==> config.mk <==
export PLATFORM = sky130hd
export DESIGN_NAME = gated_sliding_median_range_filter
export DESIGN_NICKNAME = d
export VERILOG_FILES = /design/src/sv/gsmf_pkg.sv /design/src/sv/gsmf_front.sv /design/src/sv/gsmf_queue.sv /design/src/sv/gsmf_back.sv /design/src/sv/gated_sliding_median_range_filter.sv
export SDC_FILE = /design/constraint.sdc
export NUM_CORES = 2
export LEC_CHECK = 0
export BUFFER_PORTS_ARGS = -buffer_cell sky130_fd_sc_hd__buf_4
export CORE_MARGIN = 1.5
export CORE_UTILIZATION = 45
export CTS_BUF_LIST = sky130_fd_sc_hd__clkbuf_16
export DETAILED_ROUTE_END_ITERATION = 8
export GPL_ROUTABILITY_DRIVEN = 0
export SLEW_MARGIN = 20
export SYNTH_ARGS = -nofsm -noshare
export SYNTH_HDL_FRONTEND = slang
export SYNTH_SLANG_ARGS = --single-unit
==> constraint.sdc <==
create_clock -name clk_i -period 9 [get_ports clk_i]
set_input_delay 0.45 -clock clk_i [delete_from_list [all_inputs] [get_ports clk_i]]
set_output_delay 0.45 -clock clk_i [all_outputs]
set_load 0.005 [all_outputs]
==> src/sv/gsmf_pkg.sv <==
package gsmf_pkg;

  localparam int MAX_WINDOW     = 25;
  localparam int IDX_W          = $clog2(MAX_WINDOW);
  localparam int CNT_W          = $clog2(MAX_WINDOW + 1);
  localparam int MM_W           = 13;
  localparam int RAW_W          = 16;
  localparam int CFG_IDX_W      = 2;
  localparam int CFG_DATA_W     = 13;
  localparam int WINDOW_W       = 5;

  localparam logic [RAW_W-1:0]    SENSOR_LIMIT_MM = RAW_W'(8000);
  localparam logic [WINDOW_W-1:0] WINDOW_LIMIT    = WINDOW_W'(25);
  localparam logic [WINDOW_W-1:0] WINDOW_DEFAULT  = WINDOW_W'(5);
  localparam logic [MM_W-1:0]     MAX_MM_RESET    = MM_W'(8000);

  localparam logic [CFG_IDX_W-1:0] REG_ENABLED = 2'd0;
  localparam logic [CFG_IDX_W-1:0] REG_WINDOW  = 2'd1;
  localparam logic [CFG_IDX_W-1:0] REG_MIN_MM  = 2'd2;
  localparam logic [CFG_IDX_W-1:0] REG_MAX_MM  = 2'd3;

  typedef enum logic [1:0] {
    ST_OK        = 2'd0,
    ST_OFF       = 2'd1,
    ST_READ_FAIL = 2'd2,
    ST_RANGE     = 2'd3
  } status_e;

  typedef enum logic [2:0] {
    B_IDLE,
    B_DROP,
    B_INSERT,
    B_MEDIAN,
    B_DONE
  } back_state_e;

  typedef struct packed {
    status_e         status;
    logic [MM_W-1:0] mm;
  } item_t;

  typedef struct packed {
    status_e         status;
    logic [MM_W-1:0] raw_mm;
    logic [MM_W-1:0] filtered_mm;
    logic            valid_res;
  } result_t;

  // gating settings seen by the classifier
  typedef struct packed {
    logic            enabled;
    logic [MM_W-1:0] min_mm;
    logic [MM_W-1:0] max_mm;
  } gate_cfg_t;

endpackage

==> src/sv/gsmf_front.sv <==
module gsmf_front (
  input  logic               in_valid_i,
  output logic               in_ready_o,
  input  logic [15:0]        distance_mm_i,
  input  logic               read_ok_i,
  input  gsmf_pkg::gate_cfg_t cfg_i,
  output logic               push_valid_o,
  input  logic               push_ready_i,
  output gsmf_pkg::item_t    push_item_o
);
  import gsmf_pkg::*;

  logic in_range;

  assign in_range = (distance_mm_i != '0) && (distance_mm_i < SENSOR_LIMIT_MM)
                 && (distance_mm_i >= RAW_W'(cfg_i.min_mm))
                 && (distance_mm_i <= RAW_W'(cfg_i.max_mm));

  always_comb begin
    push_item_o.mm = '0;
    if (!cfg_i.enabled) begin
      push_item_o.status = ST_OFF;
    end else if (!read_ok_i) begin
      push_item_o.status = ST_READ_FAIL;
    end else if (!in_range) begin
      push_item_o.status = ST_RANGE;
    end else begin
      push_item_o.status = ST_OK;
      push_item_o.mm     = distance_mm_i[MM_W-1:0];
    end
  end

  assign push_valid_o = in_valid_i;
  assign in_ready_o   = push_ready_i;

endmodule

==> src/sv/gsmf_queue.sv <==
module gsmf_queue (
  input  logic            clk_i,
  input  logic            rst_ni,
  input  logic            push_valid_i,
  output logic            push_ready_o,
  input  gsmf_pkg::item_t push_item_i,
  output logic            pop_valid_o,
  input  logic            pop_ready_i,
  output gsmf_pkg::item_t pop_item_o
);
  import gsmf_pkg::*;

  item_t      slot_q [2];
  logic       wr_ptr_q, wr_ptr_d;
  logic       rd_ptr_q, rd_ptr_d;
  logic [1:0] count_q, count_d;
  logic       push, pop;

  assign push_ready_o = (count_q != 2'd2);
  assign pop_valid_o  = (count_q != 2'd0);
  assign pop_item_o   = slot_q[rd_ptr_q];
  assign push         = push_valid_i && push_ready_o;
  assign pop          = pop_valid_o && pop_ready_i;

  always_comb begin
    wr_ptr_d = push ? ~wr_ptr_q : wr_ptr_q;
    rd_ptr_d = pop ? ~rd_ptr_q : rd_ptr_q;
    count_d  = count_q;
    if (push && !pop) begin
      count_d = count_q + 2'd1;
    end else if (pop && !push) begin
      count_d = count_q - 2'd1;
    end
  end

  always_ff @(posedge clk_i or negedge rst_ni) begin
    if (!rst_ni) begin
      wr_ptr_q <= 1'b0;
      rd_ptr_q <= 1'b0;
      count_q  <= 2'd0;
    end else begin
      wr_ptr_q <= wr_ptr_d;
      rd_ptr_q <= rd_ptr_d;
      count_q  <= count_d;
    end
  end

  always_ff @(posedge clk_i) begin
    if (push) begin
      slot_q[wr_ptr_q] <= push_item_i;
    end
  end

endmodule

==> src/sv/gsmf_back.sv <==
module gsmf_back (
  input  logic              clk_i,
  input  logic              rst_ni,
  input  logic [4:0]        window_length_i,
  input  logic              pop_valid_i,
  output logic              pop_ready_o,
  input  gsmf_pkg::item_t   pop_item_i,
  output logic              out_valid_o,
  input  logic              out_ready_i,
  output gsmf_pkg::result_t out_res_o
);
  import gsmf_pkg::*;

  back_state_e state_q, state_d;

  item_t             item_q;
  logic [MM_W-1:0]   med_q;
  logic [MM_W-1:0]   hist_q   [MAX_WINDOW];
  logic [MM_W-1:0]   sorted_q [MAX_WINDOW];
  logic [CNT_W-1:0]  fill_q, fill_d;
  logic [IDX_W-1:0]  oldest_q, oldest_d;
  logic              out_valid_q;
  result_t           out_res_q;

  logic [WINDOW_W-1:0] win;
  logic                need_drop;
  logic [IDX_W:0]      wr_sum;
  logic [IDX_W-1:0]    wr_addr;
  logic [MM_W-1:0]     old_val;
  logic [MAX_WINDOW-1:0] ge_old, gt_new;
  logic                out_free;

  logic take, drop_en, ins_en, med_en, load_out;

  assign win       = (window_length_i == '0 || window_length_i > WINDOW_LIMIT)
                     ? WINDOW_DEFAULT : window_length_i;
  assign need_drop = (fill_q >= CNT_W'(win)) && (fill_q != '0);
  assign out_free  = !out_valid_q || out_ready_i;

  // ring slot after the newest entry
  assign wr_sum  = (IDX_W+1)'(oldest_q) + (IDX_W+1)'(fill_q);
  assign wr_addr = (wr_sum >= (IDX_W+1)'(MAX_WINDOW))
                   ? IDX_W'(wr_sum - (IDX_W+1)'(MAX_WINDOW)) : wr_sum[IDX_W-1:0];
  assign old_val = hist_q[oldest_q];

  // both masks are monotone over the sorted row
  always_comb begin
    for (int j = 0; j < MAX_WINDOW; j++) begin
      ge_old[j] = sorted_q[j] >= old_val;
      gt_new[j] = (CNT_W'(j) >= fill_q) || (sorted_q[j] > item_q.mm);
    end
  end

  always_comb begin
    state_d = state_q;
    case (state_q)
      B_IDLE: begin
        if (pop_valid_i) begin
          state_d = (pop_item_i.status == ST_OK) ? B_DROP : B_DONE;
        end
      end
      B_DROP: begin
        if (!need_drop) begin
          state_d = B_INSERT;
        end
      end
      B_INSERT: state_d = B_MEDIAN;
      B_MEDIAN: state_d = B_DONE;
      B_DONE: begin
        if (out_free) begin
          state_d = B_IDLE;
        end
      end
      default: state_d = B_IDLE;
    endcase
  end

  always_comb begin
    take     = 1'b0;
    drop_en  = 1'b0;
    ins_en   = 1'b0;
    med_en   = 1'b0;
    load_out = 1'b0;
    case (state_q)
      B_IDLE:   take     = 1'b1;
      B_DROP:   drop_en  = need_drop;
      B_INSERT: ins_en   = 1'b1;
      B_MEDIAN: med_en   = 1'b1;
      B_DONE:   load_out = out_free;
      default: ;
    endcase
  end

  assign pop_ready_o = take;

  always_comb begin
    fill_d   = fill_q;
    oldest_d = oldest_q;
    if (drop_en) begin
      fill_d   = fill_q - CNT_W'(1);
      oldest_d = (oldest_q == IDX_W'(MAX_WINDOW - 1)) ? '0 : oldest_q + IDX_W'(1);
    end else if (ins_en) begin
      fill_d = fill_q + CNT_W'(1);
    end
  end

  always_ff @(posedge clk_i or negedge rst_ni) begin
    if (!rst_ni) begin
      state_q     <= B_IDLE;
      fill_q      <= '0;
      oldest_q    <= '0;
      out_valid_q <= 1'b0;
    end else begin
      state_q  <= state_d;
      fill_q   <= fill_d;
      oldest_q <= oldest_d;
      if (load_out) begin
        out_valid_q <= 1'b1;
      end else if (out_ready_i) begin
        out_valid_q <= 1'b0;
      end
    end
  end

  always_ff @(posedge clk_i) begin
    if (take && pop_valid_i) begin
      item_q <= pop_item_i;
    end
    if (ins_en) begin
      hist_q[wr_addr] <= item_q.mm;
    end
    if (med_en) begin
      med_q <= sorted_q[{1'b0, fill_q[CNT_W-1:1]}];
    end
    if (load_out) begin
      out_res_q.status      <= item_q.status;
      out_res_q.raw_mm      <= item_q.mm;
      out_res_q.filtered_mm <= (item_q.status == ST_OK) ? med_q : '0;
      out_res_q.valid_res   <= (item_q.status == ST_OK);
    end
  end

  // sorted row: remove the oldest word, then insert the new one
  always_ff @(posedge clk_i) begin
    for (int j = 0; j < MAX_WINDOW; j++) begin
      if (drop_en) begin
        if (j < MAX_WINDOW - 1 && ge_old[j]) begin
          sorted_q[j] <= sorted_q[(j < MAX_WINDOW - 1) ? j + 1 : j];
        end
      end else if (ins_en) begin
        if (gt_new[j]) begin
          if (j > 0 && gt_new[(j > 0) ? j - 1 : j]) begin
            sorted_q[j] <= sorted_q[(j > 0) ? j - 1 : j];
          end else begin
            sorted_q[j] <= item_q.mm;
          end
        end
      end
    end
  end

  assign out_valid_o = out_valid_q;
  assign out_res_o   = out_res_q;

endmodule

==> src/sv/gated_sliding_median_range_filter.sv <==
// channel  | direction | handshake                  | payload
// in       | input     | in_valid_i / in_ready_o    | distance_mm_i, read_ok_i
// out      | output    | out_valid_o / out_ready_i  | status_o, raw_mm_o, filtered_mm_o,
//          |           |                            | valid_res_o
// cfg      | input     | cfg_valid_i / cfg_ready_o  | cfg_index_i, cfg_data_i
//
// A rejected word goes from idle straight to done in the back end; an accepted one passes through
// drop (fill - window + 1 history entries dropped when full), insert, median and done, in that order.
// The sequencer in the back end handles one word at a time; the 2-word queue
// lets the input side keep accepting while a result waits on out_ready_i.
// Reset clears the config and control registers, the queue and the history fill; no clearing pass.
// cfg_ready_o is always high.
module gated_sliding_median_range_filter (
  input  logic        clk_i,
  input  logic        rst_ni,
  input  logic        in_valid_i,
  output logic        in_ready_o,
  input  logic [15:0] distance_mm_i,
  input  logic        read_ok_i,
  output logic        out_valid_o,
  input  logic        out_ready_i,
  output logic [1:0]  status_o,
  output logic [12:0] raw_mm_o,
  output logic [12:0] filtered_mm_o,
  output logic        valid_res_o,
  input  logic        cfg_valid_i,
  output logic        cfg_ready_o,
  input  logic [1:0]  cfg_index_i,
  input  logic [12:0] cfg_data_i
);
  import gsmf_pkg::*;

  logic                enabled_q;
  logic [WINDOW_W-1:0] window_q;
  logic [MM_W-1:0]     min_mm_q;
  logic [MM_W-1:0]     max_mm_q;

  gate_cfg_t gate_cfg;
  item_t     push_item, pop_item;
  logic      push_valid, push_ready, pop_valid, pop_ready;
  result_t   res;

  assign cfg_ready_o = 1'b1;

  always_ff @(posedge clk_i or negedge rst_ni) begin
    if (!rst_ni) begin
      enabled_q <= 1'b0;
      window_q  <= WINDOW_DEFAULT;
      min_mm_q  <= '0;
      max_mm_q  <= MAX_MM_RESET;
    end else if (cfg_valid_i && cfg_ready_o) begin
      case (cfg_index_i)
        REG_ENABLED: enabled_q <= cfg_data_i[0];
        REG_WINDOW:  window_q  <= cfg_data_i[WINDOW_W-1:0];
        REG_MIN_MM:  min_mm_q  <= cfg_data_i[MM_W-1:0];
        REG_MAX_MM:  max_mm_q  <= cfg_data_i[MM_W-1:0];
        default: ;
      endcase
    end
  end

  assign gate_cfg.enabled = enabled_q;
  assign gate_cfg.min_mm  = min_mm_q;
  assign gate_cfg.max_mm  = max_mm_q;

  gsmf_front u_front (
    .in_valid_i    (in_valid_i),
    .in_ready_o    (in_ready_o),
    .distance_mm_i (distance_mm_i),
    .read_ok_i     (read_ok_i),
    .cfg_i         (gate_cfg),
    .push_valid_o  (push_valid),
    .push_ready_i  (push_ready),
    .push_item_o   (push_item)
  );

  gsmf_queue u_queue (
    .clk_i        (clk_i),
    .rst_ni       (rst_ni),
    .push_valid_i (push_valid),
    .push_ready_o (push_ready),
    .push_item_i  (push_item),
    .pop_valid_o  (pop_valid),
    .pop_ready_i  (pop_ready),
    .pop_item_o   (pop_item)
  );

  gsmf_back u_back (
    .clk_i           (clk_i),
    .rst_ni          (rst_ni),
    .window_length_i (window_q),
    .pop_valid_i     (pop_valid),
    .pop_ready_o     (pop_ready),
    .pop_item_i      (pop_item),
    .out_valid_o     (out_valid_o),
    .out_ready_i     (out_ready_i),
    .out_res_o       (res)
  );

  assign status_o      = res.status;
  assign raw_mm_o      = res.raw_mm;
  assign filtered_mm_o = res.filtered_mm;
  assign valid_res_o   = res.valid_res;

endmodule
==> impl_metrics.tcl <==
set metrics [dict create \
    hpwl_um 113000 \
    startpoint_type "register" \
    required_ns 9.36 \
    crit_buf_inv 2 \
    skew_ns 0.0424 \
    port_buffers 67 \
    p_comb_share_pct 49.9 \
    avgSynthCellArea_um2 12.5 \
    p_int_mw 11.2 \
    cts.sinks 787 \
    cts_tree "done" \
    p_leak_nw 22.3 \
    rows 123 \
    core_um2 113000 \
    clk_pin_slew_worst_paths_ns 0.06 \
    syn-cell-area_um2 51200 \
    die_h_um 340 \
    min_path_type "in -> reg" \
    r2r_slack_ns 3.09 \
    multi_input_area_um2 27000 \
    cts_resized 0 \
    status "complete, no violations" \
    grt_pass1_vias 35800 \
    ir_drop_mv 0.230 \
    ys_top_cells_by_count "edfxtp_1 (737), ha_1 (683), mux2i_1 (330)" \
    cp-startpoint "u_back.oldest_q[0]" \
    grt_setup_unrepaired "no" \
    htreeDepth 3 \
    cp_top_family "multiplexers" \
    wl_met2_um 75700 \
    dp_cells 5596 \
    yosysWarnings 0 \
    worstPathCellList "buf_4, mux4_2, mux4_2, mux2i_4, buf_4, ha_1, o21a_1, o21a_1, o21a_1, o21ai_0, a31oi_1, a2111oi_0, o21ai_2" \
    cts-buffers-inserted 87 \
    dr_total_vias 37100 \
    cp.depth 13 \
    finalNonFillerCells 5771 \
    setup_tns_ns 0 \
    synth.most_common_cell "edfxtp_1" \
    ff_latch_area_um2 23400 \
    ys_types 108 \
    clock-root-buffer "clkbuf_16" \
    wl_met3_um 16000 \
    worstMarginPinSlew_ns 1.10 \
    die-area_um2 116000 \
    p_sw_mw 8.96 \
    end_kind "register" \
    nNetsFinal 4918 \
    fin_crit_sh_pct 65.6 \
    drtAntennaViolNets 0 \
    synth_top_area_share_pct 43.2 \
    synth_ff_type "edfxtp_1" \
    antenna_found_initial 3 \
    timing.rr.start "u_back.oldest_q[0]" \
    maxSlewViolCount 0 \
    seq_power_share_pct 31.6 \
    pin_count 69 \
    ys_seq_area_share_pct 45.7 \
    track_usage_pct 29.8 \
    crit_type "reg -> reg" \
    vias_per_cell 6.42 \
    cellPowerDensity_nw_per_um2 353 \
    synth-seq-cells 787 \
    route.detailed.drc 0 \
    top_layer "met5" \
    drt_pass1_iterations 6 \
    yosys.area.top_type "edfxtp_1" \
    cpMostUsedCell "o21a_1" \
    crit_arrival_ns 6.27 \
    hold_violations 0 \
    maxSlewHeadroom_pct 26.7 \
    finalSetupViolations 0 \
    r2r_end "u_back.sorted_q[11][8]" \
    layout-drive-gt1-share_pct 16.7 \
    crit_slowest_cell "dfrtp_4" \
    async_reset_ff_share_pct 6.35 \
    start_util_pct 45.4 \
    synthTopCellsByArea "edfxtp_1 (43%), ha_1 (17%), mux4_2 (6.9%), mux2i_1 (6.5%), a21oi_1 (2.6%)" \
    chipWidth_um 340 \
    maxCapViolCount 0 \
    clk_path_buf_depth 3 \
    synth_fp_nets 4827 \
    crit_path_end "u_back.sorted_q[11][8]" \
    power.share.switching_pct 44.5 \
    wl_met1_um 73900 \
    design_area_um2 57000 \
    max_freq_ghz 0.169 \
    nFillCells 9775 \
    grt_max_degree 77 \
    postCtsSetupRepairBufs 0 \
    wire_per_inst_um 30.1 \
    clockPowerShare_pct 18.5 \
    detail_route.iter0.violations 4334 \
    grt_pass1_wl_um 252000 \
    wl_um 174000 \
    worstPathMaxFanout 39 \
    r2r_cells 13 \
    clock_latency_ns 0.71 \
    synth_cells 4106 \
    area_delta_synth_final_pct 11.3 \
    post-route-min-period_ns 5.91 \
    place_area_um2 53900 \
    synth_edf_count 737 \
    cp_slowest_stage_delay_ns 0.93 \
    grt.overflow.total 0 \
]
per-layer routing:
layer	vias to the layer above	track usage, %
met3	415	4.50
li1	16300	-
met2	1895	45.4
met5	-	0
met4	2	12.6
met1	18500	42.3
power by group through the flow:
stage	Sequential, mW	Clock [mW]	Combinational, mW
2_1_floorplan	5.83	0	6.42
3_3_place_gp	6.37	0	9.55
3_5_place_dp	6.38	0	9.78
4_1_cts	6.30	3.77	9.82
5_1_grt	6.37	3.89	10.9
6_report	6.36	3.72	10.0
cells by family (layout without fill, tap and decap cells):
| logic type | Yosys count | after routing | share of synthesized area, % |
|---|---|---|---|
| AO/OA/AOI/OAI | 870 | 870 | 10.6 |
| XOR/XNOR | 13 | 13 | 0.222 |
| adder cells (fa/ha/maj) | 684 | 684 | 16.7 |
| buffers and inverters | 267 | 430 | 2.38 |
| flip-flops | 787 | 787 | 45.7 |
| multiplexers | 594 | 594 | 15.7 |
| other | 1 | 3 | 0.00732 |
| AND/OR/NAND/NOR | 890 | 890 | 8.64 |
layout by cell type, fill, tap and decap left out, types with 35 or more instances in the layout:
cell type	count
a21oi_1	269
mux2i_1	318
nor2_1	206
mux4_2	156
dfrtp_1	35
o21ai_1	36
mux2_2	108
inv_1	88
nor2b_1	48
buf_4	166
o21ai_0	221
ha_1	683
nand2b_1	47
edfxtp_1	737
nand3_1	68
nor3_1	36
a21o_1	116
nand4_1	67
clkbuf_16	87
nand2_1	252
worst reg2reg max path, delay by kind of cell, from the launching register on:
kind            cells  cell delay, ns
fa+ha+maj           1            0.33
compound gates      7            1.53
mux                 3            1.74
buf+inv             2            1.05
flops               1            0.93
flip-flops by register name (all words and copies together), names as in the netlist:
signal	count
u_queue.slot_q	30
u_back.hist_q	325
u_back.oldest_q	5
u_back.item_q	15
max_mm_q	13
u_back.state_q	3
u_back.out_res_o	29
u_queue.rd_ptr_q	1
u_queue.count_q	2
u_back.med_q	13
u_back.sorted_q	325
u_back.fill_q	5
enabled_q	1
window_q	5
u_queue.wr_ptr_q	1
min_mm_q	13
u_back.out_valid_o	1
per-stage QoR:
step                      utilization, %  total power, mW  hold WS [ns]  worst slack, ns
after detailed placement            47.8             16.2         0.435             2.97
after floorplan                        -             12.3         0.154             2.31
after CTS                           50.5             19.9      0.000169             2.92
after global routing                50.6             21.2        0.0288             2.62
after global placement              47.8             15.9         0.432             2.97
final                               50.6             20.1        0.0307             3.09
how the worst min path moves through the flow:
| stage | from | endpoint | slack, ns | cells after the start |
|---|---|---|---|---|
| 6_report | cfg_data_i[5] | min_mm_q[5] | 0.03 | 2 |
| 5_1_grt | cfg_data_i[4] | max_mm_q[4] | 0.03 | 2 |
| 4_1_cts | cfg_data_i[4] | min_mm_q[4] | 0.0002 | 2 |
| 3_5_place_dp | u_back.item_q[14] | u_back.out_res_o[28] | 0.43 | 0 |
| 3_3_place_gp | u_back.item_q[14] | u_back.out_res_o[28] | 0.43 | 0 |
| 2_1_floorplan | rst_ni | enabled_q | 0.15 | 0 |
layout make-up:
type                       instances  area share (%)
clock inverter                    74            1.34
tap                             1500            3.29
sequential                       787            41.1
multi-input combinational       3052            47.4
antenna                            2         0.00878
timing repair buffer             179            2.43
inverter                          90           0.593
clock buffer                      87            3.82
repair_timing:
item | CTS | global route
hold endpoints to repair | 58 | 0
setup endpoints to repair | 0 | 0
hold buffers | 11 | 0
Power figures use the tool's default switching activity.
